--- src/hdl/rbst_pkg.sv ---
// shared types and constants for the ray box slab test
package rbst_pkg;

  typedef logic signed [31:0] coord_t;
  typedef logic signed [15:0] dir_t;
  typedef logic signed [32:0] diff_t;

  localparam coord_t T_MAX = 32'sh7FFF_FFFF;
  localparam coord_t T_MIN = 32'sh8000_0000;

  localparam int QUO_BITS  = 32;
  localparam int DIV_BITS  = 4;
  localparam int DIV_STEPS = QUO_BITS / DIV_BITS;
  localparam int DIV_LAT   = DIV_STEPS + 2;

  localparam int CFG_IDX_W = 3;

  typedef enum logic [CFG_IDX_W-1:0] {
    REG_BOX_MIN_X = 3'd0,
    REG_BOX_MIN_Y = 3'd1,
    REG_BOX_MIN_Z = 3'd2,
    REG_BOX_MAX_X = 3'd3,
    REG_BOX_MAX_Y = 3'd4,
    REG_BOX_MAX_Z = 3'd5
  } cfg_reg_t;

  typedef struct packed {
    coord_t min_x;
    coord_t min_y;
    coord_t min_z;
    coord_t max_x;
    coord_t max_y;
    coord_t max_z;
  } box_t;

  typedef struct packed {
    logic [2:0] in_slab;
    logic [2:0] dzero;
  } side_t;

endpackage

--- src/hdl/rbst_div.sv ---
// pipelined saturating divide of a q17.16 difference by a q2.14 direction
module rbst_div import rbst_pkg::*; (
  input  logic   clk,
  input  logic   en,
  input  diff_t  diff,
  input  dir_t   dir,
  output coord_t quo
);

  logic [32:0] amag;
  logic [15:0] dmag;
  logic        ovf_a;
  logic [46:0] num_a;

  logic [15:0]         rem_r [0:DIV_STEPS];
  logic [QUO_BITS-1:0] q_r   [0:DIV_STEPS];
  logic [QUO_BITS-1:0] lo_r  [0:DIV_STEPS];
  logic [15:0]         d_r   [0:DIV_STEPS];
  logic                neg_r [0:DIV_STEPS];
  logic                ovf_r [0:DIV_STEPS];
  coord_t              quo_r;
  coord_t              quo_nxt;

  always_comb begin
    amag  = diff[32] ? 33'(-diff) : 33'(diff);
    dmag  = dir[15] ? 16'(-dir) : 16'(dir);
    ovf_a = {1'b0, amag} >= {dmag, 18'b0};
    num_a = {amag, 14'b0};
  end

  always_ff @(posedge clk) begin
    if (en) begin
      rem_r[0] <= {1'b0, num_a[46:32]};
      q_r[0]   <= '0;
      lo_r[0]  <= num_a[31:0];
      d_r[0]   <= dmag;
      neg_r[0] <= diff[32] ^ dir[15];
      ovf_r[0] <= ovf_a;
    end
  end

  for (genvar g = 1; g <= DIV_STEPS; g++) begin : g_step
    logic [15:0]         r_c;
    logic [QUO_BITS-1:0] q_c;
    logic [QUO_BITS-1:0] lo_c;
    logic [16:0]         t_c;

    always_comb begin
      r_c  = rem_r[g-1];
      q_c  = q_r[g-1];
      lo_c = lo_r[g-1];
      t_c  = '0;
      for (int j = 0; j < DIV_BITS; j++) begin
        t_c  = {r_c, lo_c[QUO_BITS-1]};
        lo_c = {lo_c[QUO_BITS-2:0], 1'b0};
        if (t_c >= {1'b0, d_r[g-1]}) begin
          r_c = 16'(t_c - {1'b0, d_r[g-1]});
          q_c = {q_c[QUO_BITS-2:0], 1'b1};
        end else begin
          r_c = t_c[15:0];
          q_c = {q_c[QUO_BITS-2:0], 1'b0};
        end
      end
    end

    always_ff @(posedge clk) begin
      if (en) begin
        rem_r[g] <= r_c;
        q_r[g]   <= q_c;
        lo_r[g]  <= lo_c;
        d_r[g]   <= d_r[g-1];
        neg_r[g] <= neg_r[g-1];
        ovf_r[g] <= ovf_r[g-1];
      end
    end
  end

  always_comb begin
    if (ovf_r[DIV_STEPS]) begin
      quo_nxt = neg_r[DIV_STEPS] ? T_MIN : T_MAX;
    end else if (neg_r[DIV_STEPS]) begin
      quo_nxt = (q_r[DIV_STEPS] > 32'h8000_0000) ? T_MIN : 32'(-q_r[DIV_STEPS]);
    end else begin
      quo_nxt = q_r[DIV_STEPS][31] ? T_MAX : q_r[DIV_STEPS];
    end
  end

  always_ff @(posedge clk) begin
    if (en) quo_r <= quo_nxt;
  end

  assign quo = quo_r;

endmodule

--- config.mk ---
export PLATFORM = sky130hd
export DESIGN_NAME = rbst_div
export DESIGN_NICKNAME = d
export VERILOG_FILES = /design/src/hdl/rbst_pkg.sv /design/src/hdl/rbst_div.sv
export SDC_FILE = /design/constraint.sdc
export NUM_CORES = 2
export LEC_CHECK = 0
export BUFFER_PORTS_ARGS = -buffer_cell sky130_fd_sc_hd__buf_2
export CAP_MARGIN = 10
export CORE_ASPECT_RATIO = 0.7
export CORE_MARGIN = 2
export CORE_UTILIZATION = 56
export CTS_CLUSTER_SIZE = 40
export DETAILED_ROUTE_END_ITERATION = 10
export PLACE_DENSITY = 0.7
export SLEW_MARGIN = 15
export SYNTH_ARGS = -nofsm -noshare
export SYNTH_HDL_FRONTEND = slang
export SYNTH_SLANG_ARGS = --single-unit
--- constraint.sdc ---
create_clock -name clk -period 16.8 [get_ports clk]
set_input_delay 1.68 -clock clk [delete_from_list [all_inputs] [get_ports clk]]
set_output_delay 1.68 -clock clk [all_outputs]
set_load 0.05 [all_outputs]
Word-level counts from Yosys, hierarchy flattened
Memory sizes are Yosys's and may differ from the RTL's.
Index checks and enable logic that the tools add are counted.
{"block": "word_totals", "register_bits": 32, "latchBits": 0, "mem_bits_rw": 846, "romBits": 0, "in_bits": 51, "wordCells": 150, "memories": 6}
{"block": "classes", "n_addsub": 35, "mul": 0, "div": 0, "n_lt_le_gt_ge": 34, "n_eq_ne": 0, "shifts": 0, "mux": 73, "n_bitwise": 1, "n_reduce_logical": 0}
{"name": "q_r", "words": 9, "width": 32, "rd": 9, "rd_clocked_by_memory_dff": 0, "wr": 9, "line": "rbst_div.sv:16", "text": "logic [QUO_BITS-1:0] q_r [0:DIV_STEPS];"}
{"name": "lo_r", "words": 9, "width": 28, "rd": 8, "rd_clocked_by_memory_dff": 0, "wr": 9, "line": "rbst_div.sv:17", "text": "logic [QUO_BITS-1:0] lo_r [0:DIV_STEPS];"}
{"name": "d_r", "words": 9, "width": 16, "rd": 8, "rd_clocked_by_memory_dff": 0, "wr": 9, "line": "rbst_div.sv:18", "text": "logic [15:0] d_r [0:DIV_STEPS];"}
{"name": "rem_r", "words": 9, "width": 16, "rd": 8, "rd_clocked_by_memory_dff": 0, "wr": 9, "line": "rbst_div.sv:15", "text": "logic [15:0] rem_r [0:DIV_STEPS];"}
{"name": "neg_r", "words": 9, "width": 1, "rd": 9, "rd_clocked_by_memory_dff": 0, "wr": 9, "line": "rbst_div.sv:19", "text": "logic neg_r [0:DIV_STEPS];"}
{"name": "ovf_r", "words": 9, "width": 1, "rd": 9, "rd_clocked_by_memory_dff": 0, "wr": 9, "line": "rbst_div.sv:20", "text": "logic ovf_r [0:DIV_STEPS];"}
{"op": "17-bit by 16-bit >= comparator with 1-bit output", "n": 32}
{"op": "16-bit two-way mux", "n": 33}
{"op": "16-bit subtractor", "n": 32}
{"op": "32-bit two-way mux", "n": 4}
{"op": "33-bit by 34-bit >= comparator with 1-bit output", "n": 1}
{"op": "1-bit two-way mux", "n": 34}
{"op": "33-bit two-way mux", "n": 1}
{"op": "33-bit negation", "n": 1}
{"op": "32-bit > comparator (second input constant)", "n": 1}
{"op": "32-bit negation", "n": 1}
{"op": "31-bit two-way mux", "n": 1}
{"op": "16-bit negation", "n": 1}
{"op": "1-bit XOR", "n": 1}

Longest topological paths before layout
An unclocked memory read counts as a cell.
{"block": "depth", "word_depth": 9, "mapped_depth": 50, "ltp_nobuf": 45}

Worst setup path after synthesis
No wires, ideal clock.
{"block": "synth_timing", "path_type": "register to register", "from": "memory d_r[0][1]", "to": "memory rem_r[1][7] (netlist: rem_r[0][23]), data pin", "setup_ps": 260, "arrival_time_ps": 10149, "setup_slack_ps": 6392, "stages_incl_launch_ff": 47, "n_path_buf": 5, "period_less_slack_ps": 10408, "cell_sequence": "edfxtp_1 > inv_1 > ha_1 > nor2b_1 > o2111ai_1 > a21oi_1 > nor4_1 > o21ai_1 > clkbuf_1 > mux2_2 > ha_1 > o21a_1 > o31a_1 > o2111ai_1 > a21oi_1 > o211ai_1 > a21boi_0 > a21oi_1 > [... 11 more ...] > o2111a_1 > a211oi_1 > o31ai_4 > clkbuf_1 > a21oi_1 > ha_1 > nor2b_1 > o21a_1 > o31ai_1 > a21oi_1 > a21oi_1 > a21boi_0 > o21ai_0 > a21oi_1 > or3_1 > a211oi_2 > buf_4 > mux2_2"}
{"item": "start: declaration", "line": "rbst_div.sv:18"}
{"item": "end: declaration", "line": "rbst_div.sv:15"}

==> qor_table.md <==
| Metric | Reported |
|---|---|
| Status | completed |
| Complex-gate fraction of the synthesized area | 0.189 |
| Total of hold buffers inserted after clock tree synthesis | 0 |
| # Max-Cap Violations | 0 |
| Top delay family on crit path | compound AO/OA/AOI/OAI gates |
| Die span in x | 344 um |
| Die Span Y | 242 um |
| Part of the cycle the worst path needs | 0.771 |
| GP Congestion | 0.963 |
| Resize count post-CTS | 0 |
| Startpoint of the worst hold path | q_r[1][34] |
| Number of flops mapped to enable cells by yosys | 499 |
| Biggest cell delay along the critical path | 880 ps |
| Main combinational cell family by area after synthesis | compound AO/OA/AOI/OAI gates |
| Maximum number of pins on one net before global-route repair | 191 |
| Met3 wire len | 15.6 mm |
| Post-detailed-route count of antenna-violating nets | 0 |
| Post-Route WL | 125 mm |
| Total number of vias | 36.9k |
| Worst reg2reg path startpoint | d_r[0][49] |
| Final-layout setup total negative slack | 0 ps |
| Max_slew headroom | 0.271 |
| Area fraction in and, or, nand and nor cells after synthesis | 0.133 |
| WL met2 | 44.3 mm |
| Setup slack of the most critical reg-to-reg path | 3860 ps |
| Cell Area, Placed | 46900 sq um |
| Adder-cell share of the synthesized area | 0.153 |
| Clock insertion delay at the later pin of the skew report | 650 ps |
| DR iter-0 viols | 4102 |
| Hold/Removal Path Class | register to register |
| Detailed-route wire length per cell | 21.3 um |
| Endpoints failing hold | 0 |
| Wire length of the first global-routing pass | 191 mm |
| Number of top-level pins | 83 |
| Antenna fix cells | 0 |
| Final-layout fill cell count | 6788 |
| Clock tree from TritonCTS | built |
| Number of synthesized register bits | 499 |
| Portion of the post-synthesis area used by sequential elements | 0.330 |
| Drt via density | 6.26 |
| Xor and xnor area share after synthesis | 0.0790 |
| Most frequent cell on the critical path | sky130_fd_sc_hd__ha_1 |
| Unique cell type count in the Yosys netlist | 103 |
| Sequential cell area | 15000 sq um |
| Final setup vio count | 0 |
| Share of Yosys cell area claimed by the top area cell type | 0.330 |
| Fin crit period | 12940 ps |
| WP data arrival | 13290 ps |
| GRT Resource Usage Total | 0.293 |
| Net count, final | 5390 |
| Number of cells on the worst hold path | 0 |
| Worst setup skew after layout | 59.4 ps |
| Worst setup SP type | register |
| Fraction of final layout cells with drive strength greater than 1 | 0.118 |
| Unrepaired setup endpoints after global routing | no |
| Clock buffers created by TritonCTS | 51 |
| Post-CTS Setup Bufs | 0 |
| Synth Area per Inst | 9.61 sq um |
| Final global-route overflow total | 0 |
| Critical path class | register to register |
| Top post-synthesis cells by area | sky130_fd_sc_hd__edfxtp_1, sky130_fd_sc_hd__ha_1, sky130_fd_sc_hd__mux2_2 |
| Cell type with the highest aggregate area in the netlist | sky130_fd_sc_hd__edfxtp_1 |
| Standard cell core area | 80300 sq um |
| Master of the slowest instance on the critical path | sky130_fd_sc_hd__a2111oi_0 |
| Number of rows in the core area | 87 |
| Max-slew violation count | 0 |
| Top Metal Used | met5 |
| Initial antenna violation count | 3 |
| Share of synthesized area spent on multiplexers | 0.0813 |
| Number of warning messages in the yosys log | 0 |
| Synth Instances | 4718 |
| Sink of the worst hold path | q_r[1][70] |
| Max Freq | 77.3 MHz |
| Initial core utilization | 0.564 |
| Final design instance area without fill | 48800 sq um |
| Required time of the critical path | 17140 ps |
| Depth of the worst register-to-register path | 44 |
| H-Tree Level Count | 2 |
| Via count of the first global-routing pass | 32.6k |
| Synthesized Nets | 5312 |
| Number of DRC violations after detailed routing | 0 |
| Detailed Routing Iterations Pass 1 | 5 |
| Die outline area | 83300 sq um |
| Multi-input gate area in the final layout | 28800 sq um |
| Cell chosen for the clock root | sky130_fd_sc_hd__clkbuf_16 |
| Fin util | 0.607 |
| Post-synth ARST share | 0 |
| Signed area change from the synthesized netlist to the final layout | 7.50% |
| Synth Flop Type | sky130_fd_sc_hd__edfxtp_1 |
| Clock input transition at the sequential cells of the worst setup and hold paths | 70 ps |
| Met1 Wirelength | 63.9 mm |
| Clock tree sinks | 499 |
| Worst r2r dst | rem_r[0][66] |
| Count of buffering cells on the critical path with inverters included | 5 |
| Kind of capture point of the worst setup path | register |
| Placed wire-length estimate | 99.0 mm |
| Bufs on Longest Clock Path | 3 |
| Count of input and output buffers | 82 |
| Transition time at the pin with the least slew margin | 1080 ps |
| Crit path from | d_r[0][49] |
| Max FO, Critical Path | 24 |
| Cell area after synthesis | 45300 sq um |
[placed cells by master (no fill, tap or decap), types with 12 or more instances in the layout]
cell                        count
sky130_fd_sc_hd__o21a_1        84
sky130_fd_sc_hd__nor2_1       361
sky130_fd_sc_hd__nand2b_1      59
sky130_fd_sc_hd__ha_1         521
sky130_fd_sc_hd__o21ai_0      253
sky130_fd_sc_hd__o21bai_1      45
sky130_fd_sc_hd__clkbuf_16     51
sky130_fd_sc_hd__mux2i_1       34
sky130_fd_sc_hd__mux2_2       287
sky130_fd_sc_hd__a211oi_1      36
sky130_fd_sc_hd__a31oi_1       52
sky130_fd_sc_hd__o31a_1        21
sky130_fd_sc_hd__a21oi_1      398
sky130_fd_sc_hd__and2_1        17
sky130_fd_sc_hd__nand4_1       75
sky130_fd_sc_hd__fa_1          22
sky130_fd_sc_hd__buf_4         23
sky130_fd_sc_hd__inv_1        309
sky130_fd_sc_hd__edfxtp_1     499
sky130_fd_sc_hd__buf_2         81
sky130_fd_sc_hd__nor4_1        30
sky130_fd_sc_hd__o41ai_1       12
sky130_fd_sc_hd__or2_2         29
sky130_fd_sc_hd__nor2b_1       65
sky130_fd_sc_hd__o31ai_1       37
sky130_fd_sc_hd__o211ai_1      27
sky130_fd_sc_hd__or3_1         41
sky130_fd_sc_hd__a21o_1       160
sky130_fd_sc_hd__xor2_1       135
sky130_fd_sc_hd__nand2_1      289
sky130_fd_sc_hd__nor3_1        95
sky130_fd_sc_hd__a21boi_0      19
sky130_fd_sc_hd__nand3_1       72
sky130_fd_sc_hd__a211o_1       14
sky130_fd_sc_hd__or4_1         17
sky130_fd_sc_hd__and3_1        22
sky130_fd_sc_hd__xnor2_1      274
[cell families (layout without fill, tap and decap cells)]
group / after synthesis / after routing
flops: 499 / 499
fa+ha+maj: 543 / 543
simple gates: 1230 / 1230
mux: 328 / 328
buf+inv: 395 / 511
xor+xnor: 409 / 409
compound gates: 1314 / 1314
[how the worst max path moves through the flow]
stage | endpoint | slack, ps | depth (start not counted)
floorplan | rem_r[0][23] | 6390 | 46
global placement | rem_r[0][66] | 4350 | 44
detailed placement | rem_r[0][66] | 4350 | 44
CTS | rem_r[0][66] | 4240 | 44
global route | rem_r[0][66] | 3190 | 44
finish | rem_r[0][66] | 3860 | 44
[final cells by class]
cell class / instances / area share
inverters: 314 / 0.0242
clock inverters: 38 / 0.0110
flip-flops and latches: 499 / 0.307
clock buffers: 53 / 0.0263
well taps: 1068 / 0.0274
repair buffers: 106 / 0.0126
multi-input cells: 3824 / 0.591
[synthesized netlist by cell type, types with 37 or more instances]
cell type,n
sky130_fd_sc_hd__ha_1,521
sky130_fd_sc_hd__edfxtp_1,499
sky130_fd_sc_hd__a21oi_1,399
sky130_fd_sc_hd__nor2_1,361
sky130_fd_sc_hd__inv_1,309
sky130_fd_sc_hd__nand2_1,289
sky130_fd_sc_hd__mux2_2,287
sky130_fd_sc_hd__xnor2_1,274
sky130_fd_sc_hd__o21ai_0,253
sky130_fd_sc_hd__a21o_1,160
sky130_fd_sc_hd__xor2_1,135
sky130_fd_sc_hd__nor3_1,96
sky130_fd_sc_hd__o21a_1,84
sky130_fd_sc_hd__nand4_1,75
sky130_fd_sc_hd__nand3_1,72
sky130_fd_sc_hd__nor2b_1,65
sky130_fd_sc_hd__nand2b_1,59
sky130_fd_sc_hd__a31oi_1,52
sky130_fd_sc_hd__o21bai_1,45
sky130_fd_sc_hd__clkbuf_1,42
sky130_fd_sc_hd__or3_1,41
sky130_fd_sc_hd__o31ai_1,37
[worst register-to-register path: cells and delay by family, from the launching register on]
kind	cells	cell delay, ps
compound gates	20	6410
simple gates	11	1840
mux	4	1470
fa+ha+maj	4	1280
buf+inv	5	920
flops	1	730
[per-layer routing]
metal	vias to the layer above	track usage
met1	17300	0.498
met2	1669	0.354
li1	17900	-
met5	-	0
met4	4	0.0423
met3	122	0.0899
[state kept, by name, summed over array words and instances (netlist names)]
signal,count
lo_r,50
d_r,128
q_r,144
neg_r,9
ovf_r,9
quo,32
rem_r,127
[metrics by stage]
stage	std cells	setup WS, ps	hold slack [ps]
detailed placement	5811	4350	405
global route	5902	3190	400
global placement	5811	4350	400
finish	5902	3860	408
CTS	5902	4240	390
floorplan	4718	6390	400
Power is not shown: default switching activity piles up to over one toggle a cycle in this logic, so the estimate is an artifact.
