`src/hdl/rbst_pkg.sv`:
```
// shared types and constants for the ray box slab test
package rbst_pkg;

  typedef logic signed [31:0] coord_t;
  typedef logic signed [15:0] dir_t;
  typedef logic signed [32:0] diff_t;

  localparam coord_t T_MAX = 32'sh7FFF_FFFF;
  localparam coord_t T_MIN = 32'sh8000_0000;

  localparam int QUO_BITS  = 32;
  localparam int DIV_BITS  = 4;
  localparam int DIV_STEPS = QUO_BITS / DIV_BITS;
  localparam int DIV_LAT   = DIV_STEPS + 2;

  localparam int CFG_IDX_W = 3;

  typedef enum logic [CFG_IDX_W-1:0] {
    REG_BOX_MIN_X = 3'd0,
    REG_BOX_MIN_Y = 3'd1,
    REG_BOX_MIN_Z = 3'd2,
    REG_BOX_MAX_X = 3'd3,
    REG_BOX_MAX_Y = 3'd4,
    REG_BOX_MAX_Z = 3'd5
  } cfg_reg_t;

  typedef struct packed {
    coord_t min_x;
    coord_t min_y;
    coord_t min_z;
    coord_t max_x;
    coord_t max_y;
    coord_t max_z;
  } box_t;

  typedef struct packed {
    logic [2:0] in_slab;
    logic [2:0] dzero;
  } side_t;

endpackage

```
`src/hdl/rbst_ifs.sv`:
```


interface rbst_cfg_if import rbst_pkg::*; ();
  logic                 valid;
  logic                 ready;
  logic [CFG_IDX_W-1:0] idx;
  logic [31:0]          data;
  modport source(output valid, idx, data, input ready);
  modport sink(input valid, idx, data, output ready);
endinterface

```
`src/hdl/rbst_cfg.sv`:
```
// box bound registers
module rbst_cfg import rbst_pkg::*; (
  input  logic    clk,
  input  logic    rst_n,
  rbst_cfg_if.sink cfg,
  output box_t    box
);

  box_t box_r;

  assign cfg.ready = 1'b1;
  assign box = box_r;

  always_ff @(posedge clk) begin
    if (!rst_n) begin
      box_r.min_x <= T_MAX;
      box_r.min_y <= T_MAX;
      box_r.min_z <= T_MAX;
      box_r.max_x <= T_MIN;
      box_r.max_y <= T_MIN;
      box_r.max_z <= T_MIN;
    end else if (cfg.valid) begin
      unique case (cfg.idx)
        REG_BOX_MIN_X: box_r.min_x <= cfg.data;
        REG_BOX_MIN_Y: box_r.min_y <= cfg.data;
        REG_BOX_MIN_Z: box_r.min_z <= cfg.data;
        REG_BOX_MAX_X: box_r.max_x <= cfg.data;
        REG_BOX_MAX_Y: box_r.max_y <= cfg.data;
        REG_BOX_MAX_Z: box_r.max_z <= cfg.data;
        default: ;
      endcase
    end
  end

endmodule

```
`src/flat_wrapper.sv`:
```
// flat-port wrapper written by rule: the top's interface ports become plain ports
module rbst_cfg_flat import rbst_pkg::*;
  (clk, rst_n, box, cfg_valid, cfg_idx, cfg_data, cfg_ready);
  rbst_cfg_if cfg_i ();
  input  logic clk;
  input  logic rst_n;
  output box_t box;
  input wire logic [$bits(cfg_i.valid)-1:0] cfg_valid;
  input wire logic [$bits(cfg_i.idx)-1:0] cfg_idx;
  input wire logic [$bits(cfg_i.data)-1:0] cfg_data;
  output wire logic [$bits(cfg_i.ready)-1:0] cfg_ready;
  assign cfg_i.valid = cfg_valid;
  assign cfg_i.idx = cfg_idx;
  assign cfg_i.data = cfg_data;
  assign cfg_ready = cfg_i.ready;
  rbst_cfg u_core (.clk(clk), .rst_n(rst_n), .cfg(cfg_i), .box(box));
endmodule
```
`config.mk`:
```
export PLATFORM = sky130hd
export DESIGN_NAME = rbst_cfg_flat
export DESIGN_NICKNAME = d
export VERILOG_FILES = /design/src/hdl/rbst_pkg.sv /design/src/hdl/rbst_ifs.sv /design/src/hdl/rbst_cfg.sv /design/src/flat_wrapper.sv
export SDC_FILE = /design/constraint.sdc
export NUM_CORES = 1
export LEC_CHECK = 0
export ABC_CLOCK_PERIOD_IN_PS = 1900
export BUFFER_PORTS_ARGS = -buffer_cell sky130_fd_sc_hd__buf_4
export CORE_UTILIZATION = 53
export CTS_BUF_LIST = sky130_fd_sc_hd__clkbuf_8
export DETAILED_ROUTE_END_ITERATION = 8
export GPL_ROUTABILITY_DRIVEN = 0
export PLACE_DENSITY_LB_ADDON = 0.2
export SYNTH_ARGS = -nofsm -noshare
export SYNTH_HDL_FRONTEND = slang
export SYNTH_SLANG_ARGS = --single-unit
```
`constraint.sdc`:
```
create_clock -name clk -period 1.9 [get_ports clk]
set_clock_uncertainty 0.15 [all_clocks]
set_input_delay 0.38 -clock clk [delete_from_list [all_inputs] [get_ports clk]]
set_output_delay 0.38 -clock clk [all_outputs]
set_load 0.05 [all_outputs]
```
* After elaboration in Yosys (flattened, before gate mapping)
Cells that the tools add are included.
Operators by class: reductions and logical operators 7, equal/unequal tests 5
Operators by type and width (number):
- 2-bit AND reduction | 6
- 3-bit by 2-bit == test with 1-bit output, second input constant | 2
- 3-bit == test, second input constant | 2
- 3-bit by 1-bit == test with 1-bit output, second input constant | 1
- 3-bit zero test | 1
Word-level totals: input port bits 38, logic and storage cells 18, output and inout bits 193, bits in registers 192

* Logic depth before layout (Yosys ltp)
Gate-level depths: netlist of run 1.
depth after elaboration 2, gate-level depth with buffers 5, gate-level depth less buffers 2

* Worst setup path after synthesis of run 1
No wires, ideal clock.
kind input -> register, start point input port cfg_idx[2], end point register u_core.box_r (netlist bit u_core.box[181]), buffers on the path 2, data required time 1626 ps, stages on the path 4, setup time 124 ps, arrival time 1294 ps, slack 332 ps, path through or4b_1 -> clkbuf_1 -> buf_6 -> mux2i_1
Between the ends: longest elaborated chain between the ends 2
RTL lines:
- from (decl) | RTL line flat_wrapper.sv:9 | input wire logic [$bits(cfg_i.idx)-1:0] cfg_idx;
- 3-bit zero test | RTL line rbst_cfg.sv:23 | unique case (cfg.idx)
- 2-bit AND reduction (no source line)
- to (decl) | RTL line rbst_cfg.sv:9 | box_t box_r;
Every way passes these cells. A chain may end at the register's enable or synchronous reset.

* Worst setup path after layout of run 1
start point register u_core.box_r (netlist bit u_core.box[183]), end point output port box[183] in the netlist's numbering
RTL lines:
- to (decl) | RTL line flat_wrapper.sv:7 | output box_t box;
No word-level cell between the ends.

==> flow_metrics.py, run 1 <==
metrics = {
    "status": {
        "status": "finished clean",
    },
    "worst_setup_path": {
        "cp_max_fo": 2,
        "crit_buf_inv": 1,
        "critical_path_class": "flop to primary output",
        "crit_arrival_ns": 1.04,
        "crit_required_ns": 1.37,
        "slowest_delay_ns": 0.37,
        "crit_path_end_kind": "primary output",
        "critical-path-slowest-cell": "dfxtp_1",
        "critical_path.startpoint_type": "flop",
        "cpLargestDelayFamily": "flip-flops",
        "critical_path.cell_chain": "buf_4",
    },
    "pwr": {
        "power_density_nw_per_um2": 798.1,
        "power_frac_clock_pct": 34.6,
        "vdd_drop_max_uv": 538.9,
        "power_switching_uw": 1999,
        "p_seq_share_pct": 53.0,
        "p_sw_share_pct": 25.46,
        "intPower_uw": 5850,
        "finalPower_uw": 7849,
        "p_comb_share_pct": 12.3,
        "p_leak_uw": 0.004737,
    },
    "routing": {
        "num_vias": 5641,
        "routed_wl_um": 18470,
        "vias_per_cell": 5.077,
        "drt_iter0_markers": 324,
        "routedWlPerCell_um": 16.62,
        "firstDrtPassIters": 4,
        "ant_nets": 0,
        "drcViolationCount": 0,
    },
    "timing": {
        "tns_ns": 0,
        "fin_crit_ns": 1.567,
        "rsz0062_at_grt": "false",
        "setup_violations": 0,
        "timing.final.crit_share_pct": 82.45,
        "maxSlewViolCount": 0,
        "hold_slack_ns": 0.06983,
        "fmax_mhz": 638.3,
        "fin_ws_ns": 0.3334,
        "hold_viol": 0,
    },
    "die": {
        "dieWidth_um": 119.9,
        "num_rows": 42,
        "core_area_sq_um": 13400,
        "start_util_pct": 54.93,
        "dieArea_sq_um": 14360,
        "die_height_um": 119.9,
        "io_pins": 231,
    },
    "logic_synthesis": {
        "ys_warn_count": 0,
        "seq_area_frac_synth_pct": 52.22,
        "netlist_area_sq_um": 7361,
        "synth-seq-cells": 192,
        "syn_avg_cell_area_sq_um": 10.52,
        "synthCells": 700,
        "synth_cell_types": 15,
        "syn_nets": 738,
    },
    "global_route": {
        "grt_max_degree": 55,
        "grt_pass1_wl_um": 28980,
        "grt_use_total_pct": 25.87,
        "grt_pass1_vias": 5782,
        "gr-total-overflow": 0,
        "antenna_found_initial": 0,
    },
    "cts": {
        "htreeDepth": 4,
        "clk_latency_ns": 0.45,
        "cts_buffer_depth": 2,
        "clkTransAtPathRegs_ns": 0.09,
        "cts-root-buf": "clkbuf_8",
        "ctsResizeCount": 0,
        "postCtsSetupRepairBufs": 0,
        "cts_tree": "done",
        "cts_hold_buf": 0,
        "cts_sinks": 192,
        "numCtsBuffers": 17,
    },
    "final_layout": {
        "final_cells": 1111,
        "final_common_cell": "buf_4",
        "diodes": 0,
        "layout-drive-gt1-share_pct": 31.12,
        "largest_reg_flops": 192,
        "syn2layout_area_growth_pct": 33.61,
        "nets": 962,
        "mostFrequentLayoutCells": "247 x buf_4, 192 x mux2i_1, 192 x dfxtp_1",
        "fill_cells": 948,
    },
    "place": {
        "place_ws_ns": 0.1497,
        "place_inst": 1081,
        "dp_hpwl_um": 13570,
        "io_buffers": 229,
    },
    "job": {
        "maxCapViolCount": 0,
    },
    "worst_hold_path": {
        "hold_path_class": "primary input to flop",
    },
}
## metrics by stage
step,instance area (sq um),utilization (%)
2_1_floorplan,7361,-
3_3_place_gp,9425,70.34
3_5_place_dp,9425,70.34
4_1_cts,9834,73.39
5_1_grt,9834,73.39
6_report,9834,73.39
## kinds of logic after synthesis
logic type	after synthesis	synth area share, %
muxes	192	26.11
buffers and inverters	51	3.077
DFF	192	52.22
and+or+nand+nor	264	18.54
other	1	0.05095
## synthesized netlist by cell type
cell       count  share of area [%]
conb_1         1              0.051
buf_4          1               0.10
nand4b_1       1               0.12
nor4b_1        1               0.12
clkbuf_1      30                1.5
nand4bb_1      3               0.46
buf_6          1               0.15
and4bb_2       1               0.17
or4b_1         1               0.14
dfxtp_1      192                 52
nand2_1      128                6.5
and4b_1        1               0.14
buf_2         19                1.3
nor2b_1      128                 11
mux2i_1      192                 26
## power by group through the flow
stage / combinational (uW) / clock, uW / sequential (uW)
after global placement: 949 / 0 / 4250
after CTS: 973 / 2750 / 4160
final: 969 / 2720 / 4160
after floorplan: 315 / 0 / 4560
after global routing: 1020 / 2910 / 4170
after detailed placement: 970 / 0 / 4260
## metal layers
metal	GRT usage, %	up-vias	share of wire (%)	routed length [um]
met5	0	-	0	0
met4	11.02	0	2.3	433
met3	6.844	35	6.3	1168
met2	43.97	168	49	9116
met1	30.72	2707	42	7751
li1	-	2731	-	-
## area by class of cell
class | instances | area [sq um] | area share [%]
clock buffers | 24 | 330.3 | 3.359
clock inverters | 6 | 78.83 | 0.8015
repair buffers | 256 | 2026 | 20.60
flip-flops and latches | 192 | 3844 | 39.08
well taps | 176 | 220.2 | 2.239
multi-input cells | 457 | 3336 | 33.92
## final timing paths
kind / start / endpoint / slack (ns) / cells past startpoint
worst max-delay path: u_core.box[183]$_SDFFE_PN1P_ / box[183] / 0.33 / 1
worst min-delay path: cfg_data[9] / u_core.box[137]$_SDFFE_PN1P_ / 0.07 / 3
worst max register to register: u_core.box[126]$_SDFFE_PN1P_ / u_core.box[126]$_SDFFE_PN1P_ / 1.07 / 2
worst min register to register: u_core.box[73]$_SDFFE_PN0P_ / u_core.box[73]$_SDFFE_PN0P_ / 0.31 / 2
Note: power is estimated with default switching activity, not from simulation.
==> run 2: changes to the inputs <==
ABC_CLOCK_PERIOD_IN_PS = 1300   (was 1900)
CORE_UTILIZATION = 48   (was 53)
clock period = 1.3 ns   (was 1.9 ns; I/O delays follow)
==> run 2 against run 1 <==
The flow now finishes with violations (setup timing). Worst setup slack worse by 0.43 ns. Routed wire length grew 25%. Critical path depth did not move. Core utilization up 9.4 points. Hold slack improved by 0.0012 ns.
==> flow_metrics.py, run 2 (synthesized netlist as in run 1, its figures left out) <==
metrics = {
    "worst_setup_path": {
        "critical_path.cell_chain": "buf_8",
        "cpLargestDelayFamily": "flip-flops",
        "slowest_delay_ns": 0.37,
        "ff2ff_path_depth": 4,
        "critical_path_class": "flop to primary output",
        "crit_path_end_kind": "primary output",
        "rr_endpoint": "u_core.box[105]$_SDFFE_PN1P_",
        "cp_max_fo": 2,
        "regToRegSetupSlack_ns": 0.25,
        "critical-path-slowest-cell": "dfxtp_2",
        "r2r-start": "u_core.box[105]$_SDFFE_PN1P_",
        "crit_arrival_ns": 0.98,
        "critical_path.startpoint_type": "flop",
        "crit_buf_inv": 1,
        "crit_required_ns": 0.89,
    },
    "place": {
        "place_ws_ns": -0.3411,
        "dp_hpwl_um": 13830,
        "io_buffers": 229,
    },
    "final_layout": {
        "layout-drive-gt1-share_pct": 52.35,
        "multi_input_area_sq_um": 3336,
        "final_common_cell": "mux2i_1",
        "syn2layout_area_growth_pct": 65.85,
        "mostFrequentLayoutCells": "192 x mux2i_1, 188 x dfxtp_2, 175 x buf_8",
        "diodes": 0,
        "nets": 1045,
        "largest_reg_flops": 192,
        "seqCellArea_sq_um": 4094,
        "fin_util_pct": 82.74,
        "fill_cells": 737,
    },
    "pwr": {
        "p_comb_share_pct": 15.2,
        "vdd_drop_max_uv": 672.3,
        "p_leak_uw": 0.005609,
        "p_sw_share_pct": 27.32,
        "power_density_nw_per_um2": 961.4,
        "finalPower_uw": 11740,
        "p_seq_share_pct": 52.4,
        "intPower_uw": 8530,
        "power_frac_clock_pct": 32.3,
        "power_switching_uw": 3206,
    },
    "timing": {
        "fmax_mhz": 718.2,
        "maxSlewViolCount": 0,
        "timing.final.crit_share_pct": 107.1,
        "hold_slack_ns": 0.07106,
        "hold_viol": 0,
        "fin_crit_ns": 1.392,
        "rsz0062_at_grt": "true",
        "setup_violations": 192,
        "fin_ws_ns": -0.09247,
    },
    "routing": {
        "firstDrtPassIters": 4,
        "vias_per_cell": 5.142,
        "drcViolationCount": 0,
        "ant_nets": 0,
        "drt_iter0_markers": 257,
        "routedWlPerCell_um": 19.16,
        "routed_wl_um": 23070,
        "num_vias": 6191,
    },
    "die": {
        "io_pins": 231,
        "start_util_pct": 49.89,
        "core_area_sq_um": 14750,
        "dieArea_sq_um": 15830,
        "dieWidth_um": 125.8,
        "num_rows": 44,
        "die_height_um": 125.8,
    },
    "global_route": {
        "antenna_found_initial": 0,
        "grt_pass1_wl_um": 34740,
        "grt_pass1_vias": 6573,
        "grt_use_total_pct": 28.13,
        "grt_max_degree": 46,
        "gr-total-overflow": 0,
    },
    "worst_hold_path": {
        "whs_path_depth": 3,
        "hold_path_class": "primary input to flop",
        "hold_end": "u_core.box[127]$_SDFFE_PN0P_",
        "min-delay-start": "rst_n",
    },
    "cts": {
        "htreeDepth": 4,
        "cts_tree": "done",
        "numCtsBuffers": 17,
        "clk_latency_ns": 0.45,
        "cts_sinks": 192,
        "cts-root-buf": "clkbuf_8",
        "cts_buffer_depth": 2,
        "clkTransAtPathRegs_ns": 0.10,
    },
    "status": {
        "violations": "setup timing",
        "status": "finished, violations left",
    },
    "job": {
        "maxCapViolCount": 0,
    },
}
==> run 2: changes by cell type in the layout (fill, tap and decap cells not counted), sizes merged <==
cell | before | now
buf | 256 | 307
clkbuf | 24 | 17
clkinv | 3 | 6
dlygate4sd3 | 0 | 32
clkinvlp | 0 | 2
inv | 1 | 5
==> run 2: worst max-delay path by stage <==
stage	to	startpoint	cells after the start	slack, ns
3_5_place_dp	u_core.box[176]$_SDFFE_PN1P_	cfg_idx[2]	5	-0.34
5_1_grt	box[153]	u_core.box[153]$_SDFFE_PN1P_	1	-0.13
2_1_floorplan	u_core.box[181]$_SDFFE_PN1P_	cfg_idx[2]	4	-0.14
3_3_place_gp	u_core.box[179]$_SDFFE_PN1P_	cfg_idx[2]	4	-0.26
4_1_cts	box[153]	u_core.box[153]$_SDFFE_PN1P_	1	-0.12
6_report	box[120]	u_core.box[120]$_SDFFE_PN1P_	1	-0.09
==> run 2: through the flow <==
step,area [sq um],cells,TNS (ns)
final,12210,1204,-13.47
after global routing,12210,1204,-20.82
after CTS,11920,1183,-18.33
after detailed placement,9573,1099,-30.69
after global placement,9573,1099,-25.45
after floorplan,7373,700,-1.352
==> run 2: layout make-up <==
type                    instances  area share [%]
repair buffers                339           34.15
flip-flops and latches        192           33.53
multi-input cells             457           27.32
clock buffers                  17           1.917
well taps                     184           1.886
clock inverters                15           1.189
==> run 2: per-layer routing <==
layer,GRT usage [%],routed length [um],up-vias
met3,6.797,1243,54
met5,0,0,-
met2,50.56,11900,222
li1,-,-,2912
met4,12.54,763,0
met1,31.54,9155,3003
==> run 2: power by group through the flow <==
| stage | logic, uW | clock network (uW) | registers [uW] |
|---|---|---|---|
| floorplan | 463 | 0 | 6670 |
| finish | 1790 | 3790 | 6150 |
| global placement | 1430 | 0 | 6220 |
| detailed placement | 1460 | 0 | 6220 |
| global route | 1860 | 4130 | 6170 |
| CTS | 1720 | 3850 | 6150 |
==> run 2: timing repair <==
item / in CTS / in global routing
buffers inserted: 20 / 21
gates resized for setup: 528 / 35
hold buffers: 32 / 0
endpoints found under the setup margin: 192 / 192
endpoints found under the hold margin: 184 / 0
==> run 3: changes to the inputs <==
ABC_AREA = 1   (was not set)
CORE_UTILIZATION = 47   (was 48)
==> run 3 against run 2 <==
The run ends with DRC, setup timing left. Flip-flop and latch count is the same. Die area shrank 0.71%. Clock power grew 31%. Global-route usage grew 3.2 points. First-iteration DRC count grew 110%. Worst setup slack lost 0.042 ns. Via count grew 24%. Fmax shrank 3.0%. Register-to-register slack gained 0.03 ns. Hold slack lost 0.00064 ns. Critical path type unchanged. Critical endpoint is now box[140].
==> flow_metrics.py, run 3 <==
metrics = {
    "timing": {
        "fin_ws_ns": -0.1349,
        "timing.final.crit_share_pct": 110.4,
        "fin_crit_ns": 1.435,
        "rsz0062_at_grt": "true",
        "tns_ns": -17.17,
        "hold_slack_ns": 0.07042,
        "maxSlewViolCount": 0,
        "setup_violations": 192,
        "fmax_mhz": 696.9,
        "hold_viol": 0,
    },
    "worst_setup_path": {
        "critical_path.startpoint_type": "flop",
        "critical_path_class": "flop to primary output",
        "critical-path-slowest-cell": "dfxtp_2",
        "crit_buf_inv": 1,
        "crit_path_end_kind": "primary output",
        "crit_required_ns": 0.89,
        "slowest_delay_ns": 0.39,
        "cpLargestDelayFamily": "flip-flops",
        "cp_max_fo": 2,
        "crit_arrival_ns": 1.02,
        "critical_path.cell_chain": "buf_8",
    },
    "routing": {
        "firstDrtPassIters": 7,
        "routed_wl_um": 25820,
        "routedWlPerCell_um": 17.78,
        "drcViolationCount": 13,
        "vias_per_cell": 5.269,
        "drt_iter0_markers": 543,
        "num_vias": 7651,
        "ant_nets": 0,
    },
    "cts": {
        "cts_sinks": 192,
        "cts_buffer_depth": 2,
        "numCtsBuffers": 17,
        "clkTransAtPathRegs_ns": 0.10,
        "htreeDepth": 4,
        "cts_tree": "done",
        "cts-root-buf": "clkbuf_8",
        "clk_latency_ns": 0.48,
    },
    "die": {
        "io_pins": 231,
        "core_area_sq_um": 14700,
        "start_util_pct": 48.68,
        "num_rows": 44,
        "dieWidth_um": 125.4,
        "dieArea_sq_um": 15720,
        "die_height_um": 125.4,
    },
    "logic_synthesis": {
        "netlist.top_cell.by_area": "dfxtp_1",
        "syn_nets": 1027,
        "synthCells": 989,
        "synth_flop_cell": "dfxtp_1",
        "seq_area_frac_synth_pct": 53.72,
        "synth-seq-cells": 192,
        "synth-edff-count": 0,
        "ys_warn_count": 0,
        "async_flop_share_pct": 0,
        "netlist.area_leader.share_pct": 53.72,
        "synth_cell_types": 14,
        "synth_most_common_cell": "nand2_1",
        "synthTopCellsByArea": "dfxtp_1 54%, nand2_1 15%, nand3_1 13%",
        "syn_avg_cell_area_sq_um": 7.235,
        "synth_common_cells": "293 x nand2_1, 198 x nor2_1, 192 x dfxtp_1, 192 x nand3_1",
        "netlist_area_sq_um": 7156,
    },
    "final_layout": {
        "final_common_cell": "nand2_1",
        "layout-drive-gt1-share_pct": 40.85,
        "diodes": 0,
        "largest_reg_flops": 192,
        "syn2layout_area_growth_pct": 64.80,
        "final_cells": 1452,
        "mostFrequentLayoutCells": "293 x nand2_1, 193 x nor2_1, 192 x nand3_1",
        "nets": 1293,
    },
    "place": {
        "place_ws_ns": -0.1595,
        "place_inst": 1370,
        "dp_hpwl_um": 15150,
        "io_buffers": 229,
    },
    "status": {
        "violations": "DRC, setup timing",
        "status": "finished, violations left",
    },
    "global_route": {
        "grt_use_total_pct": 31.28,
        "gr-total-overflow": 0,
        "grt_max_degree": 39,
        "grt_pass1_vias": 7409,
        "antenna_found_initial": 0,
        "grt_pass1_wl_um": 38300,
    },
    "pwr": {
        "power_density_nw_per_um2": 1170,
        "vdd_drop_max_uv": 886.0,
        "p_leak_uw": 0.005480,
        "finalPower_uw": 13800,
    },
    "job": {
        "maxCapViolCount": 0,
    },
    "worst_hold_path": {
        "hold_path_class": "primary input to flop",
    },
}
[run 3: layer usage]
layer / global-route usage (%) / vias to the layer above / share of wire (%) / wire, um
li1: - / 3626 / - / -
met1: 34.95 / 3568 / 37 / 9617
met2: 54.12 / 368 / 50 / 13030
met3: 8.130 / 89 / 7.7 / 1988
met4: 17.79 / 0 / 4.6 / 1183
met5: 0 / - / 0 / 0
[run 3: path summary, 6_finish.rpt]
check                                from                            to  slack (ns)  depth (start not counted)
max          u_core.box[140]$_SDFFE_PN1P_                      box[140]       -0.13                          1
min                             cfg_valid   u_core.box[31]$_SDFFE_PN1P_        0.07                          4
max reg2reg  u_core.box[144]$_SDFFE_PN1P_  u_core.box[144]$_SDFFE_PN1P_        0.28                          4
min reg2reg  u_core.box[168]$_SDFFE_PN1P_  u_core.box[168]$_SDFFE_PN1P_        0.33                          2
[run 3: cell families (layout without fill, tap and decap cells)]
kind of cell,after synthesis,count (layout),share of synthesized area [%]
AO/OA/AOI/OAI,3,3,0.2098
buffers and inverters,105,384,6.330
flip-flops,192,192,53.72
other,1,1,0.05241
AND/OR/NAND/NOR,688,688,39.69
[run 3: stage by stage]
step                      area [sq um]  utilization, %
after floorplan                   7156               -
after global placement            9224           62.75
after detailed placement          9224           62.75
after CTS                        11550           78.59
after global routing             11790           80.23
final                            11790           80.23
[run 3: cell type report]
cell class                      count  area [sq um]
Inverter                           38         142.6
Tap cell                          184         230.2
Fill cell                         920          2907
Timing Repair Buffer              314          3941
Multi-Input combinational cell    692          2872
Sequential cell                   192          4091
Clock inverter                     13         254.0
Clock buffer                       19         261.5
[run 3: worst reg2reg max path: stages, from the launching register on]
cell and delay (ns):
dfxtp_2 0.35, buf_4 0.13, buf_4 0.12, nand2_1 0.07
nand3_1 0.09
[run 3: timing repair]
item                                    4_1_cts  5_1_grt
resized for setup                           513       41
endpoints found under the setup margin      192      197
hold endpoints to repair                    108        0
setup buffers                                 5       12
hold buffers                                 33        0
[run 3: power by group]
group          switching, uW  internal, uW
Clock                   2180          2790
Sequential               197          6130
Combinational           1540           975
Total                   3910          9890
